**config.mk**
```make
export PLATFORM = sky130hd
export DESIGN_NAME = soft_timer_bank_unit
export DESIGN_NICKNAME = d
export VERILOG_FILES = /design/src/rtl/stb_pkg.sv /design/src/rtl/stb_ram.sv /design/src/rtl/stb_count_unit.sv /design/src/rtl/soft_timer_bank_unit.sv
export SDC_FILE = /design/constraint.sdc
export NUM_CORES = 1
export LEC_CHECK = 0
export BUFFER_PORTS_ARGS = -buffer_cell sky130_fd_sc_hd__buf_2
export CORE_ASPECT_RATIO = 0.7
export CORE_MARGIN = 2
export CORE_UTILIZATION = 50
export DETAILED_ROUTE_END_ITERATION = 12
export GPL_TIMING_DRIVEN = 1
export PLACE_DENSITY = 0.74
export SYNTH_ARGS = -nofsm -noshare
export SYNTH_HDL_FRONTEND = slang
export SYNTH_SLANG_ARGS = --single-unit
```
**constraint.sdc**
```tcl
create_clock -name clk -period 8.29 [get_ports clk]
set_input_delay 1.658 -clock clk [delete_from_list [all_inputs] [get_ports clk]]
set_output_delay 1.658 -clock clk [all_outputs]
set_load 0.05 [all_outputs]
```
**src/rtl/stb_pkg.sv**
```systemverilog
`default_nettype none
package stb_pkg;

	localparam int NUM_TIMERS = 8;
	localparam int IDX_W      = (NUM_TIMERS > 1) ? $clog2(NUM_TIMERS) : 1;
	localparam int CNT_W      = 16;
	localparam int ID_W       = 8;
	localparam int CMD_W      = 3;

	localparam logic [CMD_W-1:0] CMD_TICK       = 3'd0;
	localparam logic [CMD_W-1:0] CMD_START_ONCE = 3'd1;
	localparam logic [CMD_W-1:0] CMD_START_AUTO = 3'd2;
	localparam logic [CMD_W-1:0] CMD_STOP       = 3'd3;
	localparam logic [CMD_W-1:0] CMD_CHECK      = 3'd4;

	typedef struct packed {
		logic [CMD_W-1:0] command;
		logic [ID_W-1:0]  timer_id;
		logic [CNT_W-1:0] period;
	} in_item_t;

	typedef struct packed {
		logic expired;
		logic bad_id;
	} out_item_t;

	// result of the shared count unit for one timer
	typedef struct packed {
		logic             active;
		logic             hit;
		logic [CNT_W-1:0] next_count;
	} count_res_t;

endpackage
`default_nettype wire

```
**src/rtl/stb_ram.sv**
```systemverilog
`default_nettype none
module stb_ram #(
	parameter int WIDTH = 32,
	parameter int DEPTH = 8,
	parameter int AW    = (DEPTH > 1) ? $clog2(DEPTH) : 1
) (
	input  wire logic             clk,
	input  wire logic             we,
	input  wire logic [AW-1:0]    wr_addr,
	input  wire logic [WIDTH-1:0] wr_data,
	input  wire logic [AW-1:0]    rd_addr,
	output logic      [WIDTH-1:0] rd_data
);

	logic [WIDTH-1:0] mem_q [DEPTH];

	always_ff @(posedge clk) begin
		if (we) begin
			mem_q[wr_addr] <= wr_data;
		end
		rd_data <= mem_q[rd_addr];
	end

endmodule
`default_nettype wire

```
**src/rtl/stb_count_unit.sv**
```systemverilog
`default_nettype none
module stb_count_unit
	import stb_pkg::*;
(
	input  wire logic [CNT_W-1:0] count,
	input  wire logic [CNT_W-1:0] reload,
	input  wire logic             auto_mode,
	output count_res_t            res
);

	logic [CNT_W-1:0] dec;

	assign dec = count - CNT_W'(1);

	always_comb begin
		res.active     = (count != '0);
		res.hit        = (count == CNT_W'(1));
		// reload an auto timer on expiry, otherwise drop to idle
		if (res.hit) begin
			res.next_count = auto_mode ? reload : '0;
		end else begin
			res.next_count = dec;
		end
	end

endmodule
`default_nettype wire

```
**src/rtl/soft_timer_bank_unit.sv**
```systemverilog
`default_nettype none
// Bank of NUM_TIMERS down-counting timers driven by a command stream.
// Input channel in_valid/in_ready/in_item carries one command per transfer:
// tick, start one-shot, start auto-reload, stop or check. Output channel
// out_valid/out_ready/out_item returns exactly one result per command:
// expired (check only) and bad_id (start, stop or check with a timer id not below NUM_TIMERS).
// For start, stop, check and unknown commands the result is
// registered and shows on the cycle after the transfer.
// A tick walks the timers one at a time through a single decrement unit
// and a shared count/reload RAM: each timer passes a RAM read state, then
// an update and write-back state, and the tick's result is registered
// after the last timer. in_ready is low throughout the walk.
// A new command is taken while a result waits only if that result is
// taken in the same cycle; a stalled receiver holds the block off.
// Reset clears all counts, flags and modes at once through per-timer
// valid bits; the RAM itself needs no clearing pass.
module soft_timer_bank_unit
	import stb_pkg::*;
(
	input  wire logic      clk,
	input  wire logic      arst_n,
	input  wire logic      in_valid,
	output logic           in_ready,
	input  wire in_item_t  in_item,
	output logic           out_valid,
	input  wire logic      out_ready,
	output out_item_t      out_item
);

	localparam logic [1:0] ST_IDLE = 2'd0;
	localparam logic [1:0] ST_RD   = 2'd1;
	localparam logic [1:0] ST_UPD  = 2'd2;

	logic [1:0]            state_q;
	logic [IDX_W-1:0]      idx_q;
	logic [NUM_TIMERS-1:0] valid_q;
	logic [NUM_TIMERS-1:0] flag_q;
	logic [NUM_TIMERS-1:0] mode_q;
	logic                  out_valid_q;
	out_item_t             out_q;

	logic                  accept;
	logic                  bad;
	logic [IDX_W-1:0]      id_idx;
	logic                  is_start;
	logic                  last_idx;

	logic                  ram_we;
	logic [IDX_W-1:0]      ram_wa;
	logic [2*CNT_W-1:0]    ram_wd;
	logic [2*CNT_W-1:0]    ram_rd;
	logic [CNT_W-1:0]      cur_count;
	count_res_t            cres;

	logic                  res_load;
	out_item_t             res;

	assign in_ready  = (state_q == ST_IDLE) && (!out_valid_q || out_ready);
	assign accept    = in_valid && in_ready;
	assign bad       = ({1'b0, in_item.timer_id} >= (ID_W+1)'(NUM_TIMERS));
	assign id_idx    = in_item.timer_id[IDX_W-1:0];
	assign is_start  = (in_item.command == CMD_START_ONCE) ||
	                   (in_item.command == CMD_START_AUTO);
	assign last_idx  = (idx_q == IDX_W'(NUM_TIMERS - 1));
	assign out_valid = out_valid_q;
	assign out_item  = out_q;

	// a timer never written reads as idle
	assign cur_count = valid_q[idx_q] ? ram_rd[CNT_W-1:0] : '0;

	stb_count_unit u_count (
		.count     (cur_count),
		.reload    (ram_rd[2*CNT_W-1:CNT_W]),
		.auto_mode (mode_q[idx_q]),
		.res       (cres)
	);

	always_comb begin
		if (state_q == ST_UPD) begin
			ram_we = cres.active;
			ram_wa = idx_q;
			ram_wd = {ram_rd[2*CNT_W-1:CNT_W], cres.next_count};
		end else begin
			ram_we = accept && is_start && !bad;
			ram_wa = id_idx;
			ram_wd = {in_item.period, in_item.period};
		end
	end

	stb_ram #(
		.WIDTH (2*CNT_W),
		.DEPTH (NUM_TIMERS)
	) u_ram (
		.clk     (clk),
		.we      (ram_we),
		.wr_addr (ram_wa),
		.wr_data (ram_wd),
		.rd_addr (idx_q),
		.rd_data (ram_rd)
	);

	always_comb begin
		res_load    = 1'b0;
		res.expired = 1'b0;
		res.bad_id  = 1'b0;
		if (state_q == ST_UPD && last_idx) begin
			res_load = 1'b1;
		end else if (accept && in_item.command != CMD_TICK) begin
			res_load = 1'b1;
			case (in_item.command)
				CMD_START_ONCE, CMD_START_AUTO, CMD_STOP: begin
					res.bad_id = bad;
				end
				CMD_CHECK: begin
					res.bad_id  = bad;
					res.expired = !bad && flag_q[id_idx];
				end
				default: begin
					res.bad_id = 1'b0;
				end
			endcase
		end
	end

	always_ff @(posedge clk or negedge arst_n) begin
		if (!arst_n) begin
			state_q <= ST_IDLE;
			idx_q   <= '0;
			valid_q <= '0;
			flag_q  <= '0;
			mode_q  <= '0;
		end else begin
			case (state_q)
				ST_IDLE: begin
					if (accept) begin
						case (in_item.command)
							CMD_TICK: begin
								idx_q   <= '0;
								state_q <= ST_RD;
							end
							CMD_START_ONCE, CMD_START_AUTO: begin
								if (!bad) begin
									valid_q[id_idx] <= 1'b1;
									flag_q[id_idx]  <= 1'b0;
									mode_q[id_idx]  <= (in_item.command == CMD_START_AUTO);
								end
							end
							CMD_STOP: begin
								if (!bad) begin
									valid_q[id_idx] <= 1'b0;
									flag_q[id_idx]  <= 1'b0;
									mode_q[id_idx]  <= 1'b0;
								end
							end
							CMD_CHECK: begin
								if (!bad) begin
									flag_q[id_idx] <= 1'b0;
								end
							end
							default: begin
								state_q <= ST_IDLE;
							end
						endcase
					end
				end
				ST_RD: begin
					state_q <= ST_UPD;
				end
				ST_UPD: begin
					if (cres.active) begin
						valid_q[idx_q] <= 1'b1;
						if (cres.hit) begin
							flag_q[idx_q] <= 1'b1;
						end
					end
					if (last_idx) begin
						state_q <= ST_IDLE;
					end else begin
						idx_q   <= idx_q + IDX_W'(1);
						state_q <= ST_RD;
					end
				end
				default: begin
					state_q <= ST_IDLE;
				end
			endcase
		end
	end

	always_ff @(posedge clk or negedge arst_n) begin
		if (!arst_n) begin
			out_valid_q <= 1'b0;
		end else if (res_load) begin
			out_valid_q <= 1'b1;
		end else if (out_ready) begin
			out_valid_q <= 1'b0;
		end
	end

	always_ff @(posedge clk) begin
		if (res_load) begin
			out_q <= res;
		end
	end

	// the output register is free for the whole walk of a tick
	a_walk_out_empty: assert property (@(posedge clk) disable iff (!arst_n)
		(state_q != ST_IDLE) |-> !out_valid_q)
		else $error("result pending during tick walk");

	a_walk_idx_range: assert property (@(posedge clk) disable iff (!arst_n)
		(state_q != ST_IDLE) |-> ({1'b0, idx_q} < (IDX_W+1)'(NUM_TIMERS)))
		else $error("walk index beyond bank");

	a_tick_starts_walk: assert property (@(posedge clk) disable iff (!arst_n)
		(accept && in_item.command == CMD_TICK) |=> (state_q == ST_RD && idx_q == '0))
		else $error("tick did not start walk");

	a_cmd_result: assert property (@(posedge clk) disable iff (!arst_n)
		(accept && in_item.command != CMD_TICK) |=> (out_valid_q && state_q == ST_IDLE))
		else $error("command result missing");

	a_walk_end_result: assert property (@(posedge clk) disable iff (!arst_n)
		(state_q == ST_UPD && last_idx) |=> (out_valid_q && !out_q.expired && !out_q.bad_id))
		else $error("tick result missing");

endmodule
`default_nettype wire

```
# Word-level counts from Yosys, hierarchy flattened
# Memories as Yosys holds them, arrays and structs flattened. A register that Yosys moved wholly into a read port is not among the register bits.
# Cells that the tools add are included.
classes:
  eq_ne: 21
  n_bitwise: 10
  magnitude_cmp: 5
  n_addsub: 2
  mux: 46
  n_reduce_logical: 29
op_table:
  columns: ["operator", "n"]
  rows:
  - ["2-to-1 mux 8 bit", 11]
  - ["case mux 8 bit (2 select lines)", 4]
  - ["2-to-1 mux 16 bit", 3]
  - ["2-to-1 mux 32 bit", 1]
  - ["bitwise AND 8 bit", 3]
  - ["bitwise OR 8 bit", 3]
  - ["inequality test 2 bit (second input constant)", 9]
  - ["== test 16 x 1 -> 1 bit (second input constant)", 1]
  - ["nonzero test 16 bit", 1]
  - ["subtractor 16 x 1 -> 16 bit (second input constant)", 1]
  - ["2-to-1 mux 1 bit", 13]
  - ["2-to-1 mux 3 bit", 4]
  - ["AND reduction 6 bit", 2]
  - ["binary-select mux 1 bit (select 3 bit)", 3]
  - ["logical AND 1 bit", 9]
  - ["bitwise mux 8 bit", 1]
  - [">= comparator 8 x 4 -> 1 bit (second input constant)", 1]
  - ["< comparator 3 x 4 -> 1 bit (second input constant)", 2]
  - ["inverter 8 bit", 1]
  - ["demux 1 bit (select 3 bit)", 2]
  - ["== test 3 x 2 -> 1 bit (second input constant)", 2]
  - ["== test 3 bit (second input constant)", 2]
  - [">= comparator 3 x 1 -> 1 bit (second input constant)", 2]
  - ["inequality test 3 bit (second input constant)", 2]
  - ["other kinds (23)", 30]
totals:
  input_bits: 31
  mem_bits_rw: 256
  elab_cells: 122
  output_inout_bits: 4
  mem_count: 1
  ff_bits: 32
memory_table:
  columns: ["memory", "depth", "word_bits", "read_ports", "rd_clocked_by_memory_dff", "write_ports", "line_no", "source"]
  rows:
  - ["u_ram.mem_q", 8, 32, 1, 1, 1, "stb_ram.sv:15", "logic [WIDTH-1:0] mem_q [DEPTH];"]

# Longest topological paths before layout
# Gate-level depths: netlist of run 1.
depth:
  ltp_word: 10
  depth_mapped: 15
  ltp_nobuf: 12

# By module
# A second synthesis of run 1 with hierarchy kept.
unflattened:
  hier_cells: 819
  area_unflattened_um2: 13471.7
modules_own_cells:
  columns: ["mod", "seq_area_each_um2", "cells_each", "instances", "area_per_inst_um2"]
  rows:
  - ["stb_ram", 8328.0, 415, 1, 10466.3]
  - ["soft_timer_bank_unit", 810.8, 321, 1, 2403.6]
  - ["stb_count_unit", 0.0, 83, 1, 601.8]

# Least setup slack after synthesis of run 1
# OpenSTA, ideal clock, no wires.
synth_path:
  path_type: "in2reg"
  from: "input in_item[22] (netlist name)"
  to: "memory u_ram.mem_q[7][0], enable pin"
  n_path_buf: 0
  t_arrival_ns: 4.205
  setup_ns: 0.421
  path_slack_ns: 3.664
  t_required_ns: 7.869
  stages: 6
  cell_sequence: "or4_1 -> nor2_1 -> nand2_1 -> nor3_1 -> a22oi_1 -> nor2_1"
synth_between:
  elab_chain_cells: 6
synth_rtl:
  columns: ["element", "line_no", "source"]
  rows:
  - ["from (decl)", "soft_timer_bank_unit.sv:24", "input wire in_item_t in_item,"]
  - [">= comparator 8 x 4 -> 1 bit", "soft_timer_bank_unit.sv:60", "assign bad = ({1'b0, in_item.timer_id} >= (ID_W+1)'(NUM_TIMERS));"]
  - ["zero test 1 bit", null, null]
  - ["logical AND 1 bit", "soft_timer_bank_unit.sv:84", "ram_we = accept && is_start && !bad;"]
  - ["2-to-1 mux 1 bit", "soft_timer_bank_unit.sv:79", "if (state_q == ST_UPD) begin"]
  - ["2-to-1 mux 1 bit", "stb_ram.sv:18", "if (we) begin"]
  - ["2-to-1 mux 1 bit (not written as such)", "stb_ram.sv:19", "mem_q[wr_addr] <= wr_data;"]
  - ["to (decl)", "stb_ram.sv:15", null]
# No other way between the ends.

# Worst setup path after layout of run 1
layout_path:
  from: "register idx_q[1]"
  to: "memory u_ram.mem_q[4][30], enable pin"
layout_between:
  elab_chain_cells: 7
  elab_cells_between_ends: 8
  cone_classes: "7 x mux; 1 x reduce/logical"
layout_rtl:
  columns: ["element", "line_no", "source"]
  rows:
  - ["from (decl)", "soft_timer_bank_unit.sv:35", "logic [IDX_W-1:0] idx_q;"]
  - ["from (signal assigned)", "soft_timer_bank_unit.sv:179", "idx_q <= idx_q + IDX_W'(1);"]
  - ["binary-select mux 1 bit (select 3 bit)", "soft_timer_bank_unit.sv:69", "assign cur_count = valid_q[idx_q] ? ram_rd[CNT_W-1:0] : '0;"]
  - ["2-to-1 mux 1 bit (not written as such)", "soft_timer_bank_unit.sv:69", null]
  - ["2-to-1 mux 16 bit", "soft_timer_bank_unit.sv:69", null]
  - ["nonzero test 16 bit", "stb_count_unit.sv:16", "res.active = (count != '0);"]
  - ["2-to-1 mux 1 bit", "soft_timer_bank_unit.sv:79", null]
  - ["2-to-1 mux 1 bit", "stb_ram.sv:18", null]
  - ["2-to-1 mux 1 bit (not written as such)", "stb_ram.sv:19", null]
# Parallel ways exist; a longest one is shown, timed or not. The select of a mux whose other input is x is not followed.

==> results of run 1 <==
worst paths after layout:
kind	start	slack [ns]	endpoint	depth (start not counted)
max in group asynchronous	arst_n	6.66	async pin	1
hold / removal	u_ram.mem_q[7][13]	0.47	u_ram.rd_data[13]	2
setup reg to reg	idx_q[1]	3.00	u_ram.mem_q[4][30]	11
setup / recovery	idx_q[1]	3.00	u_ram.mem_q[4][30]	11
min in group asynchronous	arst_n	1.17	out_valid	1
hold reg to reg	u_ram.mem_q[7][13]	0.47	u_ram.rd_data[13]	2
stage by stage:
step	hold slack, ns	instances
after floorplan	0.444	857
after global placement	0.455	1179
after detailed placement	0.458	1179
after CTS	0.473	1231
after global routing	0.487	1231
final	0.471	1231
cells by family (layout without fill, tap and decap cells):
kind of cell    Yosys count  after routing
flops                   320            320
buf+inv                  58            107
xor+xnor                 10             10
fa+ha+maj                 4              4
compound gates          224            224
mux                      17             17
simple gates            224            224
report_power, final:
group / switching, mW / internal, mW
registers: 0.124 / 2.08
logic: 0.660 / 0.262
clock network: 0.548 / 0.774
flip-flops by register name, indices dropped and copies added (netlist names), named ones only:
| register | cells |
|---|---|
| out_item | 2 |
| u_ram.rd_data | 32 |
| mode_q | 8 |
| u_ram.mem_q | 256 |
| out_valid | 1 |
| state_q | 2 |
| idx_q | 3 |
| flag_q | 8 |
metal layers:
metal	track usage	up-vias	share of wire	wire (microns)
li1	-	3460	-	-
met4	0.0420	0	0.017	500
met3	0.0392	47	0.092	2710
met1	0.348	3860	0.44	12900
met5	0	-	0	0
met2	0.355	408	0.46	13500
layout make-up:
type,count,area (sq um)
clock inverter,15,174
timing repair buffer,46,260
tap,325,407
multi-input combinational,479,3160
fill,1914,10600
inverter,9,33.8
clock buffer,37,766
sequential,320,9140
placed cells by master (no fill, tap or decap), types with 3 or more instances in the layout:
| cell | instances |
|---|---|
| a211oi_1 | 5 |
| a21oi_1 | 24 |
| a221o_1 | 5 |
| a22oi_1 | 136 |
| a31oi_1 | 10 |
| and3_1 | 5 |
| buf_2 | 34 |
| buf_4 | 12 |
| bufinv_16 | 4 |
| clkbuf_1 | 7 |
| clkbuf_16 | 29 |
| clkinv_1 | 7 |
| clkinv_2 | 3 |
| dfrtp_1 | 30 |
| dfxtp_1 | 32 |
| edfxtp_1 | 258 |
| ha_1 | 4 |
| inv_1 | 8 |
| mux2_2 | 12 |
| mux2i_1 | 3 |
| nand2_1 | 77 |
| nand2b_1 | 6 |
| nand3_1 | 14 |
| nand4_1 | 33 |
| nor2_1 | 31 |
| nor2_4 | 12 |
| nor2b_1 | 4 |
| nor3_1 | 11 |
| nor3b_1 | 4 |
| nor4_1 | 5 |
| o21ai_0 | 22 |
| o31ai_1 | 3 |
| or4_1 | 3 |
| xnor2_1 | 3 |
| xor2_1 | 7 |
critical path, stage by stage, from the launching register on:
cell	delay [ns]
dfrtp_1	0.81
inv_1	0.41
and4_1	0.33
or3_1	0.54
nand2_1	0.20
ha_1	0.29
nor3b_1	0.57
nor3b_1	0.40
nor3_1	0.11
a22oi_1	0.74
nor2_4	0.28
buf_4	0.33
==> impl_results.md, run 1 <==
- Syn-to-layout area delta: 12.2%
- Worst setup EP type: flip-flop
- Max cap viols: 0
- Final setup viols: 0
- Die Ht: 136 microns
- Seq/Total Area, Yosys: 0.736
- CTS Sinks: 320
- Setup Fix Bufs, Post-CTS: 0
- Worst-path clk slew: 0.06 ns
- Number of global-route vias before repair: 7,445
- CORE AREA: 24,500 sq um
- LEAKAGE: 4.58 nW
- Data arrival time of the worst path: 5.55 ns
- Power Total: 4.45 mW
- CP startpoint kind: flip-flop
- Utilization after layout: 0.569
- First-pass GRT wire length: 44,700 microns
- Setup CP Type: reg2reg
- Clock Skew: 0.00865 ns
- Die X: 192 microns
- Detailed-route DRC error count: 0
- Drt first pass iters: 5
- Number of synthesized flops with an enable pin: 258
- Yosys reg bits: 320
- Minimum clock period: 5.29 ns
- Initial core utilization: 0.507
- Num rows: 48
- # diodes: 0
- Fin crit share: 0.638
- Cell Area, Synth: 12,400 sq um
- DR WL/cell: 24.0 microns
- Syn_area_per_cell: 14.5 sq um
- Synth Area in XOR/XNOR: 0.00705
- Post-DP HPWL: 16,800 microns
- Placed Area: 13,000 sq um
- Gr usage total: 0.230
- Cts repair resizes: 0
- RSZ-0062 raised after global routing: no
- Yosys top cell by area: edfxtp_1
- Antenna violations before repair: 0
- Clock buffer depth: 3
- Final-stage net count: 920
- Fin. Hold Viols: 0
- Complex-gate fraction of the synthesized area: 0.129
- Vias per inst: 6.32
- Num CTS Buffers: 29
- H-tree depth: 1
- Worst-Margin Slew: 1.20 ns
- Pre-CTS setup slack: 3.07 ns
- Worst VDD drop: 0.000164 V
- Post-Synth Adder-Cell Area: 0.00403
- Fmax: 0.189 GHz
- CP Data Required Time: 8.55 ns
- Final setup margin: 3.00 ns
- Crit Path Max Fanout: 17
- Asr flop ratio synth: 0.0938
- Layout cell share with drive strength beyond 1: 0.136
- Hold WC Path Type: reg2reg
- Most frequent cell after synthesis: edfxtp_1
- Status: finished clean
- Design area: 13,900 sq um
- Relative slew margins: 0.200
- Clock Tree Root: clkbuf_16
- Mux contribution to synthesized area: 0.0169
- Combinational family with the most area after synthesis: compound AO/OA/AOI/OAI gates
- Mapped Cells: 857
- IO buf count: 34
- Largest net degree at the start of global routing: 45
- Post-Synth Simple-Gate Area: 0.0893
- Net Count, Synth: 892
- Top cell type's share of synthesized area: 0.624
- Clock Latency Late Sink: 0.53 ns
- Syn. warnings: 0
- Synth area leaders: edfxtp_1 62%, a22oi_1 8.2%, dfrtp_1 6.0%
- CTS tree: built
- ANT nets after route: 0
- Power per cell area: 319 nW/um^2
- Hold_buf cts: 0
- Unique masters post-synth: 57
- Vias: 7,775
- GPL Wtd Cong: 0.906
- DIE AREA: 26,100 sq um
- Post-synth top flop: edfxtp_1
- Slew Limit Fails: 0
- GR Overflow Total: 0
- Most instantiated cells after synthesis: 258 x edfxtp_1, 136 x a22oi_1, 77 x nand2_1
- Final wirelength: 29,600 microns
- Setup_tns: 0 ns
- Ports: 35
- Iter 0 DRT Violations: 1,097
No activity file was read; power rests on OpenSTA's default activity.
==> run 2: changes to the inputs <==
==> constraint.sdc (replaced) <==
create_clock -name clk -period 5.05 [get_ports clk]
set_input_delay 1.01 -clock clk [delete_from_list [all_inputs] [get_ports clk]]
set_output_delay 1.01 -clock clk [all_outputs]
set_load 0.05 [all_outputs]
==> impl_results.md, run 2 (synthesized netlist as in run 1, its figures left out) <==
- Fin. Hold Viols: 0 (unchanged)
- Slew Limit Fails: 0 (unchanged)
- Iter 0 DRT Violations: 937 (was 1,097)
- Clock Latency Late Sink: 0.55 ns (was 0.53 ns)
- Critical Path Stages: 11 (unchanged)
- Setup Fix Bufs, Post-CTS: 0 (unchanged)
- Setup CP Type: reg2reg (unchanged)
- Initial core utilization: 0.507 (unchanged)
- Ports: 35 (unchanged)
- Layout cell share with drive strength beyond 1: 0.156 (was 0.136)
- Clock Skew: 0.0124 ns (was 0.00865 ns)
- Num CTS Buffers: 29 (unchanged)
- Worst setup EP type: flip-flop (unchanged)
- Hold path depth: 2 (unchanged)
- Min Hold Slack: 0.464 ns (was 0.471 ns)
- Power Total: 7.41 mW (was 4.45 mW)
- Max FFs per register: 256 (unchanged)
- Final wirelength: 30,600 microns (was 29,600 microns)
- Final-stage net count: 931 (was 920)
- RSZ-0062 raised after global routing: no (unchanged)
- CTS tree: built (unchanged)
- # diodes: 0 (unchanged)
- CP Data Required Time: 5.27 ns (was 8.55 ns)
- ANT nets after route: 0 (unchanged)
- Relative slew margins: 0.213 (was 0.200)
- Hold_buf cts: 0 (unchanged)
- Detailed-route DRC error count: 0 (unchanged)
- Data arrival time of the worst path: 4.80 ns (was 5.55 ns)
- Post-DP HPWL: 17,800 microns (was 16,800 microns)
- IO buf count: 34 (unchanged)
- Die Ht: 136 microns (unchanged)
- Gr usage total: 0.237 (was 0.230)
- Cell Chain, Critical Path: mux2_2 -> o2bb2ai_1 -> or3_1 -> nand2_1 -> ha_1 -> inv_1 -> or3_1 -> or3_4 -> o21ai_4 -> mux2_2 -> o21ai_0 (was inv_1 -> and4_1 -> or3_1 -> nand2_1 -> ha_1 -> nor3b_1 -> nor3b_1 -> nor3_1 -> a22oi_1 -> nor2_4 -> buf_4)
- Fin crit share: 0.908 (was 0.638)
- Worst VDD drop: 0.000287 V (was 0.000164 V)
- CP startpoint kind: flip-flop (unchanged)
- Final setup viols: 0 (unchanged)
- Clock buffer depth: 3 (unchanged)
- H-tree depth: 1 (unchanged)
- Register with the most flip-flops: u_ram.mem_q (unchanged)
- Crit Path Max Fanout: 13 (was 17)
- Regs by FF count: u_ram.mem_q x256, u_ram.rd_data x32 (unchanged)
- Fmax: 0.218 GHz (was 0.189 GHz)
- Setup_tns: 0 ns (unchanged)
- Commonest non-fill, non-tap cells in the layout: 258 x edfxtp_1, 136 x a22oi_1, 77 x nand2_1 (unchanged)
- Drt first pass iters: 5 (unchanged)
- CORE AREA: 24,500 sq um (unchanged)
- Critical Path Max Stage Delay: 0.70 ns (was 0.81 ns)
- DIE AREA: 26,100 sq um (unchanged)
- Placed Area: 13,100 sq um (was 13,000 sq um)
- Worst-case reg-to-reg path depth: 11 (unchanged)
- Power per cell area: 527 nW/um^2 (was 319 nW/um^2)
- Vias: 7,855 (was 7,775)
- Cts repair resizes: 0 (unchanged)
- DR WL/cell: 24.6 microns (was 24.0 microns)
- Syn-to-layout area delta: 13.1% (was 12.2%)
- CP delay by family, top: simple AND/OR/NAND/NOR gates (unchanged)
- Most common cell after layout, fill and taps aside: edfxtp_1 (unchanged)
- GR Overflow Total: 0 (unchanged)
- Hold WC Path Type: reg2reg (unchanged)
- Die X: 192 microns (unchanged)
- Minimum clock period: 4.58 ns (was 5.29 ns)
- Worst-Margin Slew: 1.18 ns (was 1.20 ns)
- CP max-delay cell: o21ai_0 (was dfrtp_1)
- First-pass GRT wire length: 46,000 microns (was 44,700 microns)
- Number of global-route vias before repair: 7,618 (was 7,445)
- Fillers: 1,890 (was 1,914)
- Max cap viols: 0 (unchanged)
- Crit path buf inv count: 1 (was 2)
- LEAKAGE: 4.66 nW (was 4.58 nW)
- Design area: 14,100 sq um (was 13,900 sq um)
- Worst-path clk slew: 0.07 ns (was 0.06 ns)
- GPL Wtd Cong: 0.886 (was 0.906)
- Antenna violations before repair: 0 (unchanged)
- CTS Sinks: 320 (unchanged)
- Status: finished clean (unchanged)
- Num rows: 48 (unchanged)
- Clock Tree Root: clkbuf_16 (unchanged)
- Vias per inst: 6.32 (about the same)
- Largest net degree at the start of global routing: 45 (unchanged)
[run 2: tightest hold or removal path, delay by kind of cell (launching register included)]
family	cells	cell delay, ns
compound gates	1	0.06
flops	1	0.32
simple gates	1	0.06
[run 2: area by class of cell]
cell class | count | area (sq um) | share of cell area
Multi-Input combinational cell | 479 | 3160 | 0.225
Clock buffer | 32 | 747 | 0.0532
Sequential cell | 320 | 9140 | 0.650
Tap cell | 325 | 407 | 0.0289
Inverter | 9 | 33.8 | 0.00240
Timing Repair Buffer | 57 | 343 | 0.0244
Clock inverter | 21 | 218 | 0.0155
[run 2: metrics by stage]
stage	util	setup WS, ns	instances
floorplan	-	0.768	857
global placement	0.534	0.715	1190
detailed placement	0.534	0.550	1190
CTS	0.573	0.522	1243
global route	0.573	0.155	1243
finish	0.573	0.467	1243
[run 2: metal layers]
| layer | track usage | vias up | share of wire |
|---|---|---|---|
| li1 | - | 3466 | - |
| met4 | 0.0471 | 0 | 0.017 |
| met3 | 0.0599 | 50 | 0.10 |
| met5 | 0 | - | 0 |
| met2 | 0.350 | 410 | 0.44 |
| met1 | 0.360 | 3929 | 0.44 |
[run 2: final timing paths]
| path | startpoint | endpoint | slack, ns |
|---|---|---|---|
| min in group asynchronous | arst_n | out_valid | 0.50 |
| hold reg to reg | u_ram.mem_q[2][20] | u_ram.rd_data[20] | 0.46 |
| hold / removal | u_ram.mem_q[2][20] | u_ram.rd_data[20] | 0.46 |
| setup / recovery | idx_q[1] | u_ram.mem_q[6][0] | 0.47 |
| max in group asynchronous | arst_n | flag_q[3] | 4.09 |
| setup reg to reg | idx_q[1] | u_ram.mem_q[6][0] | 0.47 |
[run 2: report_power, final]
group / internal, mW / leakage, nW / total (mW) / switching, mW
logic: 0.453 / 1.24 / 1.55 / 1.10
registers: 3.41 / 2.95 / 3.62 / 0.209
clock network: 1.27 / 0.470 / 2.23 / 0.958
==> run 3: changes to the inputs <==
==> constraint.sdc (replaced) <==
create_clock -name clk -period 5 [get_ports clk]
set_input_delay 1 -clock clk [delete_from_list [all_inputs] [get_ports clk]]
set_output_delay 1 -clock clk [all_outputs]
set_load 0.05 [all_outputs]
==> impl_results.md, run 3 (synthesized netlist as in run 1, its figures left out) <==
- Largest net degree at the start of global routing: 45 (unchanged)
- Sw Pwr: 2.27 mW (about the same)
- Clock Skew: 0.0202 ns (was 0.0124 ns)
- CP Data Required Time: 5.24 ns (was 5.27 ns)
- Flop2flop setup slack: 0.27 ns (was 0.47 ns)
- Num rows: 48 (unchanged)
- Vias: 7,894 (was 7,855)
- H-tree depth: 1 (unchanged)
- Relative slew margins: 0.151 (was 0.213)
- Setup Fix Bufs, Post-CTS: 0 (unchanged)
- Sw Share: 0.305 (was 0.306)
- Gr usage total: 0.235 (was 0.237)
- Logic pwr share: 0.208 (was 0.210)
- Fmax: 0.211 GHz (was 0.218 GHz)
- Min Hold Slack: 0.470 ns (was 0.464 ns)
- Final setup viols: 0 (unchanged)
- Die Ht: 136 microns (unchanged)
- LEAKAGE: 4.65 nW (was 4.66 nW)
- Most common cell after layout, fill and taps aside: edfxtp_1 (unchanged)
- Number of global-route vias before repair: 7,516 (was 7,618)
- Worst setup EP type: flip-flop (unchanged)
- Power per cell area: 530 nW/um^2 (was 527 nW/um^2)
- DR WL/cell: 24.2 microns (was 24.6 microns)
- Die X: 192 microns (unchanged)
- Hold WC Path Type: reg2reg (unchanged)
- Layout cell share with drive strength beyond 1: 0.151 (was 0.156)
- Hold_buf cts: 0 (unchanged)
- Fin crit share: 0.946 (was 0.908)
- Placed Area: 13,100 sq um (about the same)
- Commonest non-fill, non-tap cells in the layout: 258 x edfxtp_1, 136 x a22oi_1, 77 x nand2_1 (unchanged)
- Setup CP Type: reg2reg (unchanged)
- Drt first pass iters: 5 (unchanged)
- Portion of total power attributed to sequential cells: 0.492 (was 0.489)
- Syn-to-layout area delta: 13.2% (was 13.1%)
- Final wirelength: 30,200 microns (was 30,600 microns)
- Slew Limit Fails: 0 (unchanged)
- IO buf count: 34 (unchanged)
- Iter 0 DRT Violations: 1,113 (was 937)
- Ports: 35 (unchanged)
- Register with the most flip-flops: u_ram.mem_q (unchanged)
- Clk pwr share: 0.300 (was 0.301)
- Antenna violations before repair: 1 (was 0)
- Hold path depth: 2 (unchanged)
- CP startpoint kind: flip-flop (unchanged)
- Clock Latency Late Sink: 0.56 ns (was 0.55 ns)
- Power Total: 7.45 mW (was 7.41 mW)
- Worst-path clk slew: 0.06 ns (was 0.07 ns)
- FF/Latch Area: 9140 sq um (unchanged)
- # diodes: 0 (unchanged)
- RSZ-0062 raised after global routing: no (unchanged)
- Clock buffer depth: 3 (unchanged)
- Fillers: 1,878 (was 1,890)
- Final setup margin: 0.269 ns (was 0.467 ns)
- Int Power: 5.18 mW (was 5.14 mW)
- Cts repair resizes: 0 (unchanged)
- CTS tree: built (unchanged)
- Post-DP HPWL: 16,700 microns (was 17,800 microns)
- Data arrival time of the worst path: 4.97 ns (was 4.80 ns)
- Crit Path Max Fanout: 16 (was 13)
- FF-to-FF End: u_ram.mem_q[6][0] (unchanged)
- Setup_tns: 0 ns (unchanged)
- Detailed-route DRC error count: 0 (unchanged)
- Multi-input logic area: 3160 sq um (unchanged)
- Worst VDD drop: 0.000355 V (was 0.000287 V)
- Vias per inst: 6.34 (was 6.32)
- Max FFs per register: 256 (unchanged)
- First-pass GRT wire length: 45,800 microns (was 46,000 microns)
- Pre-CTS setup slack: 0.422 ns (was 0.550 ns)
- CORE AREA: 24,500 sq um (unchanged)
- Initial core utilization: 0.507 (unchanged)
- GPL Wtd Cong: 0.860 (was 0.886)
- Final-stage net count: 931 (unchanged)
- Worst-Margin Slew: 1.27 ns (was 1.18 ns)
- Fin. Hold Viols: 0 (unchanged)
- Status: finished clean (unchanged)
- Minimum clock period: 4.73 ns (was 4.58 ns)
- ANT nets after route: 0 (unchanged)
- Worst-case reg-to-reg path depth: 11 (unchanged)
- Hold Path End: u_ram.rd_data[27] (was u_ram.rd_data[20])
- Clock Tree Root: clkbuf_16 (unchanged)
- Num CTS Buffers: 31 (was 29)
- GR Overflow Total: 0 (unchanged)
- Max cap viols: 0 (unchanged)
- Worst hold path startpoint: u_ram.mem_q[3][27] (was u_ram.mem_q[2][20])
- Regs by FF count: u_ram.mem_q x256, u_ram.rd_data x32 (unchanged)
- Reg2reg start: idx_q[1] (unchanged)
- Design area: 14,100 sq um (about the same)
- CTS Sinks: 320 (unchanged)
- DIE AREA: 26,100 sq um (unchanged)
## run 3: cell types whose count changed in the layout (fill, tap and decap cells not counted)
cell        previous run  this run
inv_8                  1         0
clkbuf_16             29        31
buf_4                 23        21
clkbuf_1               2        11
clkbuf_8               1         5
bufinv_16              4         1
clkinvlp_4             4         2
clkinv_1               4         2
clkinv_8               0         1
clkinv_2               9         5
inv_6                  0         1
## run 3: stage by stage
| step | instances | util |
|---|---|---|
| floorplan | 857 | - |
| global placement | 1188 | 0.533 |
| detailed placement | 1188 | 0.533 |
| CTS | 1246 | 0.574 |
| global route | 1246 | 0.574 |
| finish | 1246 | 0.574 |
## run 3: worst max-delay path: stages (launching register included)
cell and delay, ns:
dfrtp_1 0.84, mux2_2 0.41, o2bb2ai_1 0.15, or3_1 0.59
nand2_1 0.19, ha_1 0.23, inv_1 0.10, or3_1 0.31
or3_4 0.39, o21ai_4 0.20, mux2_2 0.38, o21ai_0 0.62
## run 3: power groups by stage
| stage | logic (mW) | registers, mW | clock network [mW] |
|---|---|---|---|
| 2_1_floorplan | 0.991 | 3.64 | 0 |
| 3_3_place_gp | 1.47 | 3.71 | 0 |
| 3_5_place_dp | 1.51 | 3.71 | 0 |
| 4_1_cts | 1.52 | 3.66 | 2.26 |
| 5_1_grt | 1.68 | 3.69 | 2.38 |
| 6_report | 1.55 | 3.67 | 2.23 |
## run 3: metal layers
layer	up-vias	routed length (microns)	global-route usage
li1	3476	-	-
met1	3920	12800	0.354
met2	444	13400	0.348
met3	54	3440	0.0539
met4	0	511	0.0539
met5	-	0	0
## run 3: area by class of cell
class	instances	area share
Inverter	9	0.00240
Clock inverter	11	0.00703
Timing Repair Buffer	55	0.0233
Tap cell	325	0.0289
Sequential cell	320	0.650
Multi-Input combinational cell	479	0.225
Clock buffer	47	0.0630
## run 3: worst max-delay path by stage
stage / end / slack, ns / start / cells after the start
floorplan: u_ram.mem_q[7][0] / 0.72 / idx_q[2] / 12
global placement: u_ram.mem_q[6][1] / 0.52 / idx_q[1] / 11
detailed placement: u_ram.mem_q[2][0] / 0.42 / idx_q[1] / 11
CTS: u_ram.mem_q[6][0] / 0.40 / idx_q[1] / 11
global route: u_ram.mem_q[6][0] / 0.11 / idx_q[1] / 11
finish: u_ram.mem_q[6][0] / 0.27 / idx_q[1] / 11
